===== src/hw/rtl/msp_pkg.sv =====
// Package for the multi-channel step-pulse generator.
// Holds request/response structs, opcodes and register indexes; no dependencies.
package msp_pkg;

   typedef enum logic [2:0] {
      OP_TICK      = 3'd0,
      OP_START     = 3'd1,
      OP_STOP      = 3'd2,
      OP_PAUSE     = 3'd3,
      OP_RESUME    = 3'd4,
      OP_SET_IVL   = 3'd5,
      OP_SET_MIN   = 3'd6,
      OP_QUERY     = 3'd7
   } opcode_type;

   localparam logic [1:0] REG_MIN_PULSE  = 2'd0;
   localparam logic [1:0] REG_MOTOR_CNT  = 2'd1;
   localparam logic [1:0] REG_AUTOCORR   = 2'd2;

   localparam logic [31:0] DEFAULT_FLOOR  = 32'd20;
   localparam logic [31:0] DEFAULT_MINPW  = 32'd10;
   localparam logic [3:0]  DEFAULT_COUNT  = 4'd8;

   typedef struct packed {
      logic [2:0]  opcode;
      logic [2:0]  motor;
      logic [31:0] now;
      logic [31:0] interval;
      logic [31:0] step_total;
      logic        finite;
   } req_type;

   typedef struct packed {
      logic [7:0]  step_levels;
      logic [7:0]  running_mask;
      logic        accepted;
      logic        sel_finished;
      logic        sel_paused;
      logic [31:0] sel_remaining;
   } rsp_type;

   // Classified request as it travels from the front end to the back end.
   typedef struct packed {
      req_type     req;
      logic        valid_motor;
      logic        ivl_ok;
   } cmd_type;

endpackage


===== src/hw/rtl/multi_stepper_pulse_generator.sv =====
// Multi-channel step-pulse generator, top level.
// An accepted request waits in the two-entry queue, is taken into the back end's command
// register and, for a tick, swept over the channels in use by the channel-by-channel
// sequencer before the done state. Enabling autocorrect runs a sweep over the channels.
// Reset is synchronous and restores the configuration registers, queue pointers and channel records.
// The receiver cannot stall; each response strobes for a single cycle.
module multi_stepper_pulse_generator #(
   parameter int MOTORS = 8
) (
   input  logic              clock,
   input  logic              reset,
   input  logic              start,
   output logic              busy,
   input  msp_pkg::req_type  req_data,
   output logic              rsp_strobe,
   output msp_pkg::rsp_type  rsp_data,
   input  logic              csr_valid,
   output logic              csr_ready,
   input  logic [1:0]        csr_index,
   input  logic [31:0]       csr_data
);

   logic [31:0] min_pw_ff;
   logic [3:0]  count_ff;
   logic        ac_ff, ac_rise_ff, ac_rise_in;
   logic        queue_full, not_empty, push, pop, back_busy;
   msp_pkg::cmd_type push_cmd, head;

   assign csr_ready = 1'b1;
   assign busy      = queue_full || ac_rise_ff;

   // A pending sync request holds until the back end picks it up.
   assign ac_rise_in = (csr_valid && csr_ready && csr_index == msp_pkg::REG_AUTOCORR &&
                        csr_data[0] && !ac_ff) || (ac_rise_ff && back_busy);

   // Configuration registers.
   always_ff @(posedge clock) begin
      if (reset) begin
         min_pw_ff  <= msp_pkg::DEFAULT_MINPW;
         count_ff   <= msp_pkg::DEFAULT_COUNT;
         ac_ff      <= 1'b0;
         ac_rise_ff <= 1'b0;
      end else begin
         ac_rise_ff <= ac_rise_in;
         if (csr_valid) begin
            case (csr_index)
               msp_pkg::REG_MIN_PULSE: min_pw_ff <= csr_data;
               msp_pkg::REG_MOTOR_CNT: count_ff  <= csr_data[3:0];
               msp_pkg::REG_AUTOCORR:  ac_ff     <= csr_data[0];
               default: ;
            endcase
         end
      end
   end

   msp_front #(.MOTORS(MOTORS)) u_front (
      .start, .req_data,
      .chan_limit(count_ff), .pulse_min(min_pw_ff),
      .busy, .push, .push_cmd
   );

   msp_queue u_queue (
      .clock, .reset, .push, .push_cmd, .pop,
      .full(queue_full), .not_empty, .head
   );

   msp_back #(.MOTORS(MOTORS)) u_back (
      .clock, .reset, .not_empty, .head, .pop,
      .pulse_min(min_pw_ff), .chan_limit(count_ff),
      .ac_en(ac_ff), .ac_rise(ac_rise_ff), .busy(back_busy),
      .rsp_strobe, .rsp_data
   );

   accept_room_a: assert property (@(posedge clock) disable iff (reset)
      (start && !busy) |-> !queue_full) else $error("accept into full queue");

endmodule


===== src/hw/rtl/msp_front.sv =====
// Front end of the step-pulse generator: accepts requests and classifies them.
// Depends on msp_pkg.
module msp_front #(
   parameter int MOTORS = 8
) (
   input  logic              start,
   input  msp_pkg::req_type  req_data,
   input  logic [3:0]        chan_limit,
   input  logic [31:0]       pulse_min,
   input  logic              busy,
   output logic              push,
   output msp_pkg::cmd_type  push_cmd
);

   logic [5:0]  eff_count;
   logic [32:0] twice_min;

   // Accept whenever the block is not busy.
   assign push = start && !busy;

   // Saturate the motor count at the number of built channels.
   always_comb begin
      if (32'(chan_limit) > 32'(MOTORS)) begin
         eff_count = 6'(MOTORS);
      end else begin
         eff_count = 6'(chan_limit);
      end
   end

   // Interval must be at least twice the minimum pulse width, without wrap.
   assign twice_min = {pulse_min, 1'b0};

   always_comb begin
      push_cmd.req         = req_data;
      push_cmd.valid_motor = {3'b0, req_data.motor} < eff_count;
      push_cmd.ivl_ok      = {1'b0, req_data.interval} >= twice_min;
   end

endmodule


===== src/hw/rtl/msp_queue.sv =====
// Two-entry request queue between the front end and the back end.
// Depends on msp_pkg.
module msp_queue (
   input  logic              clock,
   input  logic              reset,
   input  logic              push,
   input  msp_pkg::cmd_type  push_cmd,
   input  logic              pop,
   output logic              full,
   output logic              not_empty,
   output msp_pkg::cmd_type  head
);

   msp_pkg::cmd_type slot_ff [2];
   logic             wr_ptr_ff, rd_ptr_ff;
   logic [1:0]       count_ff;

   assign full      = count_ff == 2'd2;
   assign not_empty = count_ff != 2'd0;
   assign head      = slot_ff[rd_ptr_ff];

   // Payload storage.
   always_ff @(posedge clock) begin
      if (push) begin
         slot_ff[wr_ptr_ff] <= push_cmd;
      end
   end

   // Pointers and fill count.
   always_ff @(posedge clock) begin
      if (reset) begin
         wr_ptr_ff <= 1'b0;
         rd_ptr_ff <= 1'b0;
         count_ff  <= 2'd0;
      end else begin
         if (push) wr_ptr_ff <= ~wr_ptr_ff;
         if (pop)  rd_ptr_ff <= ~rd_ptr_ff;
         count_ff <= count_ff + 2'(push) - 2'(pop);
      end
   end

   no_overflow_a: assert property (@(posedge clock) disable iff (reset)
      full |-> !push) else $error("queue overflow");
   no_underflow_a: assert property (@(posedge clock) disable iff (reset)
      pop |-> not_empty) else $error("queue underflow");

endmodule


===== src/hw/rtl/msp_back.sv =====
// Back end: carries out commands on the per-channel records, one channel a cycle
// for ticks and autocorrect enabling. Depends on msp_pkg.
module msp_back #(
   parameter int MOTORS = 8
) (
   input  logic              clock,
   input  logic              reset,
   input  logic              not_empty,
   input  msp_pkg::cmd_type  head,
   output logic              pop,
   input  logic [31:0]       pulse_min,
   input  logic [3:0]        chan_limit,
   input  logic              ac_en,
   input  logic              ac_rise,
   output logic              busy,
   output logic              rsp_strobe,
   output msp_pkg::rsp_type  rsp_data
);

   localparam int IW = (MOTORS > 1) ? $clog2(MOTORS) : 1;

   typedef enum logic [1:0] {
      ST_IDLE,
      ST_TICK,
      ST_SYNC,
      ST_DONE
   } state_type;

   state_type   state_ff;
   logic [IW:0] idx_ff;
   msp_pkg::cmd_type cmd_ff;
   logic        acc_ff;

   logic [MOTORS-1:0] active_ff, high_ff, counted_ff;
   logic [31:0] period_ff  [MOTORS];
   logic [31:0] remain_ff  [MOTORS];
   logic [31:0] rise_ff    [MOTORS];
   logic [31:0] fall_ff    [MOTORS];
   logic [31:0] crise_ff   [MOTORS];
   logic [31:0] lag_ff     [MOTORS];
   logic [31:0] floor_ff   [MOTORS];
   logic [31:0] cap_ff     [MOTORS];

   logic [IW:0] eff_count;
   logic [IW-1:0] ti, ci;
   logic [31:0] delta, since_rise, since_fall, lag_new, sat_cap;

   always_comb begin
      if (32'(chan_limit) > 32'(MOTORS)) eff_count = (IW+1)'(MOTORS);
      else eff_count = (IW+1)'(chan_limit);
   end

   assign ti = idx_ff[IW-1:0];
   assign ci = IW'(cmd_ff.req.motor);

   // Tick arithmetic for the visited channel.
   assign delta      = cmd_ff.req.now - (ac_en ? crise_ff[ti] : rise_ff[ti]);
   assign since_rise = cmd_ff.req.now - rise_ff[ti];
   assign since_fall = cmd_ff.req.now - fall_ff[ti];
   assign lag_new    = lag_ff[ti] + (delta - period_ff[ti]);
   assign sat_cap    = (cmd_ff.req.interval >= floor_ff[ci]) ?
                       cmd_ff.req.interval - floor_ff[ci] : 32'd0;

   assign busy = (state_ff != ST_IDLE);
   assign pop  = (state_ff == ST_IDLE) && !ac_rise && not_empty;

   // Sequencer and channel records.
   always_ff @(posedge clock) begin
      if (reset) begin
         state_ff   <= ST_IDLE;
         idx_ff     <= '0;
         acc_ff     <= 1'b0;
         active_ff  <= '0;
         high_ff    <= '0;
         counted_ff <= '0;
         for (int i = 0; i < MOTORS; i++) begin
            period_ff[i] <= '0;
            remain_ff[i] <= '0;
            rise_ff[i]   <= '0;
            fall_ff[i]   <= '0;
            crise_ff[i]  <= '0;
            lag_ff[i]    <= '0;
            floor_ff[i]  <= msp_pkg::DEFAULT_FLOOR;
            cap_ff[i]    <= '0;
         end
      end else begin
         unique case (state_ff)
            ST_IDLE: begin
               idx_ff <= '0;
               if (ac_rise) begin
                  state_ff <= ST_SYNC;
               end else if (not_empty) begin
                  cmd_ff <= head;
                  acc_ff <= 1'b0;
                  if (head.req.opcode == msp_pkg::OP_TICK) state_ff <= ST_TICK;
                  else state_ff <= ST_DONE;
               end
            end
            ST_SYNC: begin
               // Copy rise time into corrected rise for active channels in use.
               if (idx_ff >= eff_count) begin
                  state_ff <= ST_IDLE;
               end else begin
                  if (active_ff[ti]) crise_ff[ti] <= rise_ff[ti];
                  idx_ff <= idx_ff + 1'b1;
               end
            end
            ST_TICK: begin
               if (idx_ff >= eff_count) begin
                  acc_ff   <= 1'b1;
                  state_ff <= ST_DONE;
               end else begin
                  idx_ff <= idx_ff + 1'b1;
                  if (active_ff[ti]) begin
                     if (high_ff[ti]) begin
                        if (since_rise >= pulse_min) begin
                           high_ff[ti] <= 1'b0;
                           fall_ff[ti] <= cmd_ff.req.now;
                        end
                     end else if (remain_ff[ti] == '0) begin
                        if (since_fall >= pulse_min) active_ff[ti] <= 1'b0;
                     end else if (delta >= period_ff[ti] &&
                                  since_fall >= pulse_min) begin
                        high_ff[ti] <= 1'b1;
                        rise_ff[ti] <= cmd_ff.req.now;
                        if (counted_ff[ti]) remain_ff[ti] <= remain_ff[ti] - 1'b1;
                        if (ac_en) begin
                           if (lag_new > cap_ff[ti]) begin
                              crise_ff[ti] <= cmd_ff.req.now - cap_ff[ti];
                              lag_ff[ti]   <= lag_new - cap_ff[ti];
                           end else begin
                              crise_ff[ti] <= cmd_ff.req.now - lag_new;
                              lag_ff[ti]   <= '0;
                           end
                        end
                     end
                  end
               end
            end
            ST_DONE: begin
               // Apply addressed commands, then issue the response next cycle.
               state_ff <= ST_IDLE;
               if (cmd_ff.req.opcode != msp_pkg::OP_TICK && cmd_ff.valid_motor) begin
                  case (cmd_ff.req.opcode)
                     msp_pkg::OP_START: begin
                        if (cmd_ff.ivl_ok && !(ac_en && cmd_ff.req.interval < floor_ff[ci]))
                        begin
                           lag_ff[ci]     <= '0;
                           cap_ff[ci]     <= sat_cap;
                           crise_ff[ci]   <= cmd_ff.req.now;
                           rise_ff[ci]    <= cmd_ff.req.now;
                           fall_ff[ci]    <= cmd_ff.req.now;
                           high_ff[ci]    <= 1'b0;
                           remain_ff[ci]  <= cmd_ff.req.finite ?
                                             cmd_ff.req.step_total : 32'd1;
                           period_ff[ci]  <= cmd_ff.req.interval;
                           counted_ff[ci] <= cmd_ff.req.finite;
                           active_ff[ci]  <= 1'b1;
                           acc_ff         <= 1'b1;
                        end
                     end
                     msp_pkg::OP_STOP: begin
                        remain_ff[ci] <= '0;
                        acc_ff        <= 1'b1;
                     end
                     msp_pkg::OP_PAUSE: begin
                        active_ff[ci] <= 1'b0;
                        acc_ff        <= 1'b1;
                     end
                     msp_pkg::OP_RESUME: begin
                        rise_ff[ci]   <= cmd_ff.req.now;
                        crise_ff[ci]  <= cmd_ff.req.now;
                        lag_ff[ci]    <= '0;
                        fall_ff[ci]   <= cmd_ff.req.now;
                        active_ff[ci] <= 1'b1;
                        acc_ff        <= 1'b1;
                     end
                     msp_pkg::OP_SET_IVL: begin
                        if (cmd_ff.ivl_ok) begin
                           cap_ff[ci]    <= sat_cap;
                           period_ff[ci] <= cmd_ff.req.interval;
                           acc_ff        <= 1'b1;
                        end
                     end
                     msp_pkg::OP_SET_MIN: begin
                        if (cmd_ff.ivl_ok) begin
                           floor_ff[ci] <= cmd_ff.req.interval;
                           if (ac_en && active_ff[ci] &&
                               period_ff[ci] >= cmd_ff.req.interval) begin
                              cap_ff[ci] <= period_ff[ci] - cmd_ff.req.interval;
                           end
                           acc_ff <= 1'b1;
                        end
                     end
                     default: acc_ff <= 1'b1;
                  endcase
               end
            end
            default: state_ff <= ST_IDLE;
         endcase
      end
   end

   // Response fields are read from the records after the update has landed.
   msp_pkg::cmd_type  rcmd_ff;
   always_ff @(posedge clock) begin
      if (reset) rsp_strobe <= 1'b0;
      else rsp_strobe <= (state_ff == ST_DONE);
      if (state_ff == ST_DONE) rcmd_ff <= cmd_ff;
   end

   always_comb begin
      logic [IW-1:0] ri;
      ri = IW'(rcmd_ff.req.motor);
      rsp_data = '0;
      for (int i = 0; i < MOTORS && i < 8; i++) begin
         rsp_data.step_levels[i]  = high_ff[i];
         rsp_data.running_mask[i] = active_ff[i];
      end
      rsp_data.accepted = acc_ff;
      if (rcmd_ff.valid_motor) begin
         rsp_data.sel_finished  = !active_ff[ri] && remain_ff[ri] == '0;
         rsp_data.sel_paused    = !active_ff[ri] && remain_ff[ri] != '0;
         rsp_data.sel_remaining = remain_ff[ri];
      end
   end

   strobe_one_a: assert property (@(posedge clock) disable iff (reset)
      rsp_strobe |-> state_ff == ST_IDLE) else $error("response outside idle");
   strobe_after_done_a: assert property (@(posedge clock) disable iff (reset)
      rsp_strobe |-> $past(state_ff == ST_DONE)) else $error("stray response");
   tick_bound_a: assert property (@(posedge clock) disable iff (reset)
      state_ff == ST_TICK |-> idx_ff <= eff_count) else $error("tick index overrun");

endmodule


===== config.mk =====
export PLATFORM = sky130hd
export DESIGN_NAME = multi_stepper_pulse_generator
export DESIGN_NICKNAME = d
export VERILOG_FILES = /design/src/hw/rtl/msp_pkg.sv /design/src/hw/rtl/multi_stepper_pulse_generator.sv /design/src/hw/rtl/msp_front.sv /design/src/hw/rtl/msp_queue.sv /design/src/hw/rtl/msp_back.sv
export SDC_FILE = /design/constraint.sdc
export NUM_CORES = 2
export LEC_CHECK = 0
export ABC_CLOCK_PERIOD_IN_PS = 32400
export BUFFER_PORTS_ARGS = -buffer_cell sky130_fd_sc_hd__buf_2
export CAP_MARGIN = 20
export CORE_ASPECT_RATIO = 0.6
export CORE_MARGIN = 2
export CORE_UTILIZATION = 40
export CTS_CLUSTER_SIZE = 24
export DETAILED_ROUTE_END_ITERATION = 6
export PLACE_DENSITY = 0.65
export SLEW_MARGIN = 30
export SYNTH_ARGS = -nofsm -noshare
export SYNTH_HDL_FRONTEND = slang
export SYNTH_SLANG_ARGS = --single-unit

===== constraint.sdc =====
create_clock -name clock -period 32.4 [get_ports clock]
set_input_delay 6.48 -clock clock [delete_from_list [all_inputs] [get_ports clock]]
set_output_delay 6.48 -clock clock [all_outputs]
set_load 0.01 [all_outputs]

==> summary.md <==
| Metric | Value |
|---|---|
| Worst setup path class | register to register |
| Commonest non-fill, non-tap cell in the layout | edfxtp_1 |
| Initial antenna violation count | 34 |
| Slowest-stage cell, CP | dfxtp_4 |
| Die width | 731 um |
| Run status | complete, no violations |
| Gr ovfl total | 0 |
| Ranking of synthesized cells by area | edfxtp_1 56%, mux4_2 11%, ha_1 4.2% |
| Gpl congestion | 0.948 |
| Minimum period implied by the final worst setup slack | 13.07 ns |
| Vias | 86417 |
| RSZ-0062 raised after global routing | no |
| Path depth of the worst reg2reg path | 42 |
| Crit path capture | u_back.lag_ff[4][25] |
| Syn avg cell area | 13.3 um^2 |
| Drt pass-1 iters | 7 |
| Antenna-violating nets left | 0 |
| Final Max Tran Viols | 0 |
| Setup_tns | 0 ns |
| Slowest stage delay, CP | 0.87 ns |
| Vias in the first global route | 83351 |
| Synthesized flop and latch total | 2451 |
| Routed WL | 425 mm |
| Yosys top cell area share | 56.0% |
| Yosys cell types | 92 |
| DRC errors left | 0 |
| Hold_buf cts | 0 |
| DR WL/cell | 30.3 um |
| Starting Density | 40.1% |
| # rows | 160 |
| Core ar. | 316000 um^2 |
| Clk sink count | 2451 |
| Worst-path clk slew | 0.07 ns |
| Filler cells | 28061 |
| Reg area | 72800 um^2 |
| I/O Pins | 195 |
| Worst Path Max Fanout | 97 |
| Clk root buf | clkbuf_16 |
| Fin. Hold Viols | 0 |
| CTS tree | done |
| Worst-Margin Slew | 1.09 ns |
| H-tree lvl count | 4 |
| Worst Setup End Kind | register |
| Ys async rst share | 0% |
| Setup bufs post-CTS | 0 |
| Multi-input gate area in the final layout | 51200 um^2 |
| Die ar. | 322000 um^2 |
| Fraction of layout cells with a size suffix above 1 | 18.3% |
| CP startpoint kind | register |
| CTS max path bufs | 4 |
| Synth Warn # | 0 |
| Worst-Skew Late Latency | 0.91 ns |
| Max_cap viols | 0 |
| Worst endpoint required time | 33.14 ns |
| Final setup viols | 0 |
| DR vias/cell | 6.17 |
| Resize count post-CTS | 0 |
| CTS buffer count | 219 |
| Hold path start | min_pw_ff[21] |
| Nets@finish | 10222 |
| Post-synth EDFFs | 2367 |
| Minimum setup slack among reg-to-reg paths | 19.33 ns |
| Die Y | 440 um |
| Area growth, synth to finish | 10.7% |
| Synthesized area | 127000 um^2 |
| Most frequent cells in the layout | 2367 x edfxtp_1, 1192 x nor2_1, 644 x mux4_2 |
| GRT Total Usage | 25.8% |
| Worst slew margin | 24.9% |
| Post-Synthesis Cells | 9571 |
| Reg-to-reg endpoint | u_back.lag_ff[4][25] |
| Hold crit path type | register to register |
| First-pass GRT wire length | 601 mm |
| Synth area leader | edfxtp_1 |
| Period utilization | 40.3% |
| Initial drt markers | 13510 |
| Pin count of the biggest net entering global routing | 218 |
| Hpwl dp | 280 mm |
| Clk_skew | 0.0755 ns |
| Fmax achieved | 76.5 MHz |
| Port bufs | 193 |
| Arr. time, crit path | 13.80 ns |
| Most used DFF post-synth | edfxtp_1 |
| Post-synthesis sequential area ratio | 57.3% |
| Syn_nets | 10175 |
==> kinds of logic (layout without fill, tap and decap cells) <==
kind of cell	after synthesis	count (layout)	synth area share (%)
AND/OR/NAND/NOR	3260	3260	12.4
flip-flops	2451	2451	57.3
AO/OA/AOI/OAI	1127	1127	5.60
multiplexers	1094	1094	15.2
buffers and inverters	896	1115	2.78
adder cells (fa/ha/maj)	463	463	4.79
XOR/XNOR	279	279	1.94
other	1	10	0.00295
==> worst min-delay path by stage <==
| stage | endpoint | slack [ns] | cells past startpoint |
|---|---|---|---|
| 6_report | min_pw_ff[21] | 0.46 | 2 |
| 5_1_grt | min_pw_ff[10] | 0.48 | 2 |
| 4_1_cts | min_pw_ff[14] | 0.46 | 2 |
| 3_5_place_dp | min_pw_ff[14] | 0.45 | 2 |
| 3_3_place_gp | u_back.counted_ff[4] | 0.44 | 2 |
| 2_1_floorplan | min_pw_ff[10] | 0.44 | 2 |
==> worst max-delay path: cells and delay by family, from the launching register on <==
| kind | cells | cell delay [ns] |
|---|---|---|
| adders and majority gates | 4 | 1.49 |
| buffers and inverters | 3 | 1.07 |
| and+or+nand+nor | 12 | 2.92 |
| DFF | 1 | 0.87 |
| muxes | 2 | 0.92 |
| xor gates and xnor gates | 2 | 0.45 |
| AOI/OAI and AO/OA | 19 | 4.94 |
==> sequential cells by signal, indices dropped and copies added (netlist names), 4 cells and up, named ones only <==
| signal | flops |
|---|---|
| min_pw_ff | 32 |
| u_back.crise_ff | 256 |
| count_ff | 4 |
| u_back.rcmd_ff | 4 |
| u_back.floor_ff | 256 |
| u_back.counted_ff | 8 |
| u_back.cap_ff | 256 |
| u_back.cmd_ff | 102 |
| u_back.remain_ff | 256 |
| u_back.fall_ff | 256 |
| u_back.lag_ff | 256 |
| u_back.period_ff | 256 |
| u_back.rise_ff | 256 |
| u_queue.slot_ff | 210 |
| u_back.idx_ff | 4 |
==> routing by layer <==
layer	part of all wire (%)	vias up	GRT usage (%)
li1	-	36170	-
met1	41	43611	38.1
met2	40	5912	34.8
met3	16	710	10.6
met4	3.0	14	6.74
met5	0.067	-	0
==> through the flow <==
step | setup WS (ns) | area (um^2) | std cells | utilization [%] | hold slack, ns
finish | 19.33 | 140000 | 14011 | 44.4 | 0.456
global route | 18.47 | 140000 | 14004 | 44.4 | 0.481
CTS | 19.53 | 140000 | 13993 | 44.3 | 0.458
detailed placement | 19.60 | 133000 | 13600 | 42.1 | 0.449
global placement | 19.47 | 133000 | 13599 | 42.1 | 0.443
floorplan | 17.33 | 127000 | 9571 | - | 0.436
==> synthesized netlist by cell type (all sizes together) (12+ instances only) <==
| cell type | number |
|---|---|
| mux2 | 196 |
| edfxtp | 2367 |
| a22oi | 31 |
| buf | 138 |
| nand2b | 92 |
| a21oi | 364 |
| inv | 260 |
| mux4 | 644 |
| nand3b | 13 |
| and3 | 240 |
| fa | 39 |
| nand4 | 47 |
| ha | 424 |
| nand3 | 91 |
| clkbuf | 498 |
| mux2i | 254 |
| and4 | 16 |
| or2 | 32 |
| a211oi | 51 |
| a21o | 158 |
| o21ai | 238 |
| o31a | 12 |
| a31oi | 19 |
| and2 | 360 |
| nor3 | 571 |
| o21a | 52 |
| o21bai | 36 |
| nand2 | 395 |
| a221oi | 13 |
| dfxtp | 84 |
| nor2b | 123 |
| a21boi | 30 |
| nor4 | 17 |
| o211ai | 22 |
| xnor2 | 183 |
| nor2 | 1219 |
| or3 | 22 |
| xor2 | 95 |
==> final cells by class <==
type	count	share of cell area [%]
repair buffers	462	2.31
well taps	4212	3.75
multi-input cells	6224	36.5
clock inverters	114	0.758
clock buffers	279	4.19
diodes	9	0.0160
inverters	260	0.695
flip-flops and latches	2451	51.8
Power is not shown: default switching activity piles up to over one toggle a cycle in this logic, so the estimate is an artifact.
